--- src/design/bb3_pkg.sv ---
// ----------------------------------------------------------------------------
// bb3_pkg
// shared constants, command/status types and helpers for the 3x3 box blur
// ----------------------------------------------------------------------------
package bb3_pkg;

  localparam int MAX_WIDTH    = 2048;
  localparam int HEIGHT_LIMIT = 4096;
  localparam int ADDR_W       = $clog2(MAX_WIDTH);
  localparam int EW_W         = ADDR_W + 1;
  localparam int ROW_W        = 13;
  localparam int PEND_W       = 12;
  localparam int CFG_W        = 13;
  localparam int FW_W         = 12;
  localparam int FH_W         = 13;
  localparam int PIX_W        = 24;
  localparam int CH_W         = 8;
  localparam int SUM_W        = 12;
  localparam int DVD_W        = 13;
  localparam int RCP_W        = 17;
  localparam int RCP_SH       = 17;
  localparam int PROD_W       = DVD_W + RCP_W;

  localparam logic REG_FRAME_WIDTH  = 1'b0;
  localparam logic REG_FRAME_HEIGHT = 1'b1;

  localparam logic OP_PIXEL = 1'b0;
  localparam logic OP_DRAIN = 1'b1;

  typedef struct packed {
    logic take_pix;
    logic take_drain;
    logic mem_rd;
    logic advance;
    logic sum_load;
    logic div_step;
    logic out_load;
    logic out_end;
  } bb3_cmd_t;

  typedef struct packed {
    logic pix_ok;
    logic drain_ok;
    logic hit;
    logic last_pend;
    logic out_free;
  } bb3_stat_t;

  function automatic logic [EW_W-1:0] clamp_width(logic [FW_W-1:0] v);
    int unsigned t;
    t = v;
    if (t == 0) t = 1;
    if (t > MAX_WIDTH) t = MAX_WIDTH;
    return EW_W'(t);
  endfunction

  function automatic logic [FH_W-1:0] clamp_height(logic [FH_W-1:0] v);
    int unsigned t;
    t = v;
    if (t == 0) t = 1;
    if (t > HEIGHT_LIMIT) t = HEIGHT_LIMIT;
    return FH_W'(t);
  endfunction

  function automatic logic [1:0] count3(logic [2:0] m);
    logic [1:0] n;
    n = 2'(m[0]) + 2'(m[1]) + 2'(m[2]);
    return n;
  endfunction

  // ceil(2^17 / (2*n)) for each possible neighbor count
  function automatic logic [RCP_W-1:0] recip_of(logic [3:0] n);
    logic [RCP_W-1:0] m;
    unique case (n)
      4'd2:    m = RCP_W'(32768);
      4'd3:    m = RCP_W'(21846);
      4'd4:    m = RCP_W'(16384);
      4'd6:    m = RCP_W'(10923);
      4'd9:    m = RCP_W'(7282);
      default: m = RCP_W'(65536);
    endcase
    return m;
  endfunction

endpackage

--- src/design/bb3_ctrl.sv ---
// ----------------------------------------------------------------------------
// bb3_ctrl
// sequencer: take item, read line buffers, advance window, sum, divide, output
// ----------------------------------------------------------------------------
module bb3_ctrl (
  input  logic                clk,
  input  logic                rst,
  input  logic                in_valid,
  input  logic                in_op,
  output logic                in_ready,
  input  bb3_pkg::bb3_stat_t  stat,
  output bb3_pkg::bb3_cmd_t   cmd
);
  import bb3_pkg::*;

  localparam logic [2:0] S_IDLE  = 3'd0;
  localparam logic [2:0] S_READ  = 3'd1;
  localparam logic [2:0] S_SHIFT = 3'd2;
  localparam logic [2:0] S_SUM   = 3'd3;
  localparam logic [2:0] S_DIV   = 3'd4;
  localparam logic [2:0] S_OUT   = 3'd5;

  logic [2:0]       state, state_next;
  logic             op_q, op_q_next;
  logic             second, second_next;

  always_ff @(posedge clk) begin
    if (rst) begin
      state  <= S_IDLE;
      op_q   <= OP_PIXEL;
      second <= 1'b0;
    end else begin
      state  <= state_next;
      op_q   <= op_q_next;
      second <= second_next;
    end
  end

  always_comb begin
    state_next  = state;
    op_q_next   = op_q;
    second_next = second;
    cmd         = '0;
    in_ready    = 1'b0;
    unique case (state)
      S_IDLE: begin
        in_ready = 1'b1;
        if (in_valid) begin
          if (in_op == OP_PIXEL && stat.pix_ok) begin
            cmd.take_pix = 1'b1;
            op_q_next    = OP_PIXEL;
            second_next  = 1'b0;
            state_next   = S_READ;
          end else if (in_op == OP_DRAIN && stat.drain_ok) begin
            cmd.take_drain = 1'b1;
            op_q_next      = OP_DRAIN;
            second_next    = 1'b0;
            state_next     = S_READ;
          end
        end
      end
      S_READ: begin
        cmd.mem_rd = 1'b1;
        state_next = S_SHIFT;
      end
      S_SHIFT: begin
        cmd.advance = 1'b1;
        if (stat.hit) begin
          state_next = S_SUM;
        end else if (op_q == OP_DRAIN && !second) begin
          second_next = 1'b1;
          state_next  = S_READ;
        end else begin
          state_next = S_IDLE;
        end
      end
      S_SUM: begin
        cmd.sum_load = 1'b1;
        state_next   = S_DIV;
      end
      S_DIV: begin
        cmd.div_step = 1'b1;
        state_next   = S_OUT;
      end
      S_OUT: begin
        if (stat.out_free) begin
          cmd.out_load = 1'b1;
          cmd.out_end  = (op_q == OP_DRAIN) && stat.last_pend;
          state_next   = S_IDLE;
        end
      end
      default: state_next = S_IDLE;
    endcase
  end

endmodule

--- config.mk ---
export PLATFORM = sky130hd
export DESIGN_NAME = bb3_ctrl
export DESIGN_NICKNAME = d
export VERILOG_FILES = /design/src/design/bb3_pkg.sv /design/src/design/bb3_ctrl.sv
export SDC_FILE = /design/constraint.sdc
export NUM_CORES = 1
export LEC_CHECK = 0
export BUFFER_PORTS_ARGS = -buffer_cell sky130_fd_sc_hd__buf_2
export CORE_AREA = 2 2 39 41
export CTS_BUF_LIST = sky130_fd_sc_hd__clkbuf_4
export CTS_CLUSTER_SIZE = 28
export DETAILED_ROUTE_END_ITERATION = 8
export DIE_AREA = 0 0 41 43
export HOLD_SLACK_MARGIN = 0.03
export PLACE_DENSITY_LB_ADDON = 0.2
export SYNTH_ARGS = -nofsm -noshare
export SYNTH_HDL_FRONTEND = slang
export SYNTH_SLANG_ARGS = --single-unit
--- constraint.sdc ---
create_clock -name clk -period 1.56 [get_ports clk]
set_clock_uncertainty 0.2 [all_clocks]
set_input_delay 0.312 -clock clk [delete_from_list [all_inputs] [get_ports clk]]
set_output_delay 0.312 -clock clk [all_outputs]
set_load 0.1 [all_outputs]
==> impl_metrics.ini <==
[logic_synthesis]
synthesis.area_um2 = 342
ys_warn_count = 0
ys_seq_area_share_pct = 29.3
yosysTopAreaCellShare_pct = 29.3
synth_top_cell_by_area = dfxtp_1
netlist_instances = 44
synth.area.top_cells = dfxtp_1 (29%), nor2_1 (8.8%), nor3_1 (5.9%), nand2b_1 (5.5%), and3b_1 (5.1%)
syn_nets = 53
synth_cell_types = 22
synth_seq_cells = 5
syn_avg_cell_area_um2 = 7.76

[sta]
setup_violations = 10
fin_tns_setup_ns = -2.32
rsz0062_at_grt = true
max-slew-margin-rel_pct = 83.4
max_freq_mhz = 478
setup_ws_ns = -0.533
worst_pin_slew_ns = 0.246
min_period_over_period_pct = 134
hold_violations = 0
finalMaxSlewViolations = 0
hold_ws_ns = 0.123
fin_crit_ns = 2.09

[critical_path]
endpoint_kind = output port
arrival_ns = 1.58
startpoint_type = flop
cpMaxStageDelayCell = or4b_4
timing_worst_setup_path_type = reg2out
critPathMaxFanout = 3
slowest_delay_ns = 0.57
path_buf_inv = 1
crit_start = state[0]
required_ns = 1.05
crit_chain = or4b_4 > nor3b_4 > buf_12
reg2reg_from = state[0]
cp_top_family = simple AND/OR/NAND/NOR gates

[cells_and_area]
regArea_um2 = 103
layoutNonFillerInstCount = 90
multi_input_area_um2 = 270
fillers = 127
diodes = 0
layout-drive-gt1-share_pct = 63.5
final_nets = 84
fin_util_pct = 55.7
area_growth_pct = 126

[clocking]
cts_max_level = 1
cts_tree = done
clock-sinks = 5
cts_buffers = 3
clock_latency_ns = 0.24
root_buffer = clkbuf_4
clockBufferDepth = 2
path_clk_slew_ns = 0.04

[route]
vias = 424
drt-total-wl_um = 926
drtAntennaViolNets = 0
drt_iter0_drc = 6
firstDrtPassIters = 2
wl_per_cell_um = 10.3
vias_per_cell = 4.71
drc = 0

[place]
placed_cells = 80
port_buffers = 17
dpl.hpwl_um = 725
gp_congestion = 0.716

[global_routing]
grt_pass1_wl_um = 1520
gr-total-overflow = 0
antenna_found_initial = 0
grt_usage_pct = 13.3
grt_max_degree = 11
grt_pass1_vias = 380

[pwr]
leakagePower_nw = 0.335
vdd.ir_drop.worst_mv = 0.687
power_density_nw_per_um2 = 1270

[die]
core_area_um2 = 1380
ios = 18
die-width_um = 41
row_count = 14
die_area_um2 = 1760
fp.dieH_um = 43
initial_core_util_pct = 24.7

[run]
max_cap_violations = 0

[outcome]
status = finished, violations left
violations = negative setup slack

[min_path]
hp-class = in2reg
holdCritStartpoint = rst
flip-flops by register name (all words and copies together) (netlist names):
name	flops
state	3
op_q	1
second	1
metrics by stage:
step	cell area, um2	total power [mW]	setup slack [ns]
3_3_place_gp	652	0.743	-0.300
6_report	771	0.980	-0.533
4_1_cts	751	0.983	-0.536
3_5_place_dp	652	0.744	-0.317
5_1_grt	771	1.03	-0.573
2_1_floorplan	397	0.559	-0.780
final timing paths:
path	depth (start not counted)	endpoint	slack [ns]
max	3	cmd[7]	-0.53
min	2	state[2]	0.12
max reg2reg	4	op_q	-0.08
min reg2reg	2	second	0.32
final cells by class:
cell class	instances	area share (%)
Timing Repair Buffer	30	44.2
Multi-Input combinational cell	33	35.1
Sequential cell	5	13.3
Clock buffer	4	3.90
Tap cell	16	2.60
Inverter	2	0.974
routing by layer:
metal / vias up / routed length, um / GRT usage [%]
met5: - / 0 / 0
met4: 0 / 23 / 12.0
met3: 4 / 54 / 1.57
met2: 15 / 442 / 18.8
met1: 190 / 405 / 16.6
li1: 215 / - / -
layout by cell type (no fill, tap or decap):
cell      n
buf_2     8
nor3_1    2
nor3_2    1
nand2b_1  2
a41oi_1   1
dfxtp_2   2
buf_6     6
buf_4     7
dfxtp_1   3
clkbuf_4  4
nor3_4    1
or4b_4    1
nand2b_4  1
and3_4    1
nor4_1    1
buf_12    9
o22a_1    1
mux2i_1   1
nor3b_4   2
nand2_1   2
a21boi_0  1
inv_1     2
and3b_2   1
nor2_1    5
nor2_2    1
nor2_4    2
a21oi_1   2
nor3b_1   1
a31oi_1   2
and3b_1   1
power by group:
group	internal, mW	total [mW]	switching [mW]
Sequential	0.146	0.158	0.0117
Combinational	0.275	0.658	0.383
Clock	0.114	0.164	0.0504
Total	0.535	0.980	0.445
what timing repair did:
| action | in CTS | in global routing |
|---|---|---|
| setup buffers | 4 | 2 |
| setup endpoints to repair | 9 | 10 |
| hold buffers | 0 | 0 |
| resized for setup | 9 | 2 |
| pin swaps | 4 | 2 |
synth_stat cells:
master,instances
nand2_1,2
and3b_1,2
mux2i_1,1
dfxtp_1,5
nor3b_1,2
nor3_1,4
nand2b_1,3
a31oi_1,2
or4b_4,1
clkbuf_2,1
nor4_1,1
inv_1,2
a21boi_0,1
a21oi_1,2
nor3b_2,1
buf_6,1
buf_2,1
nor2_1,8
buf_4,1
a41oi_1,1
and3_1,1
o22a_1,1
cells by family after synthesis:
group	synth area share [%]
multiplexers	2.93
AO/OA/AOI/OAI	13.9
AND/OR/NAND/NOR	43.2
buffers and inverters	10.6
flip-flops	29.3
No activity file was read; power rests on OpenSTA's default activity.
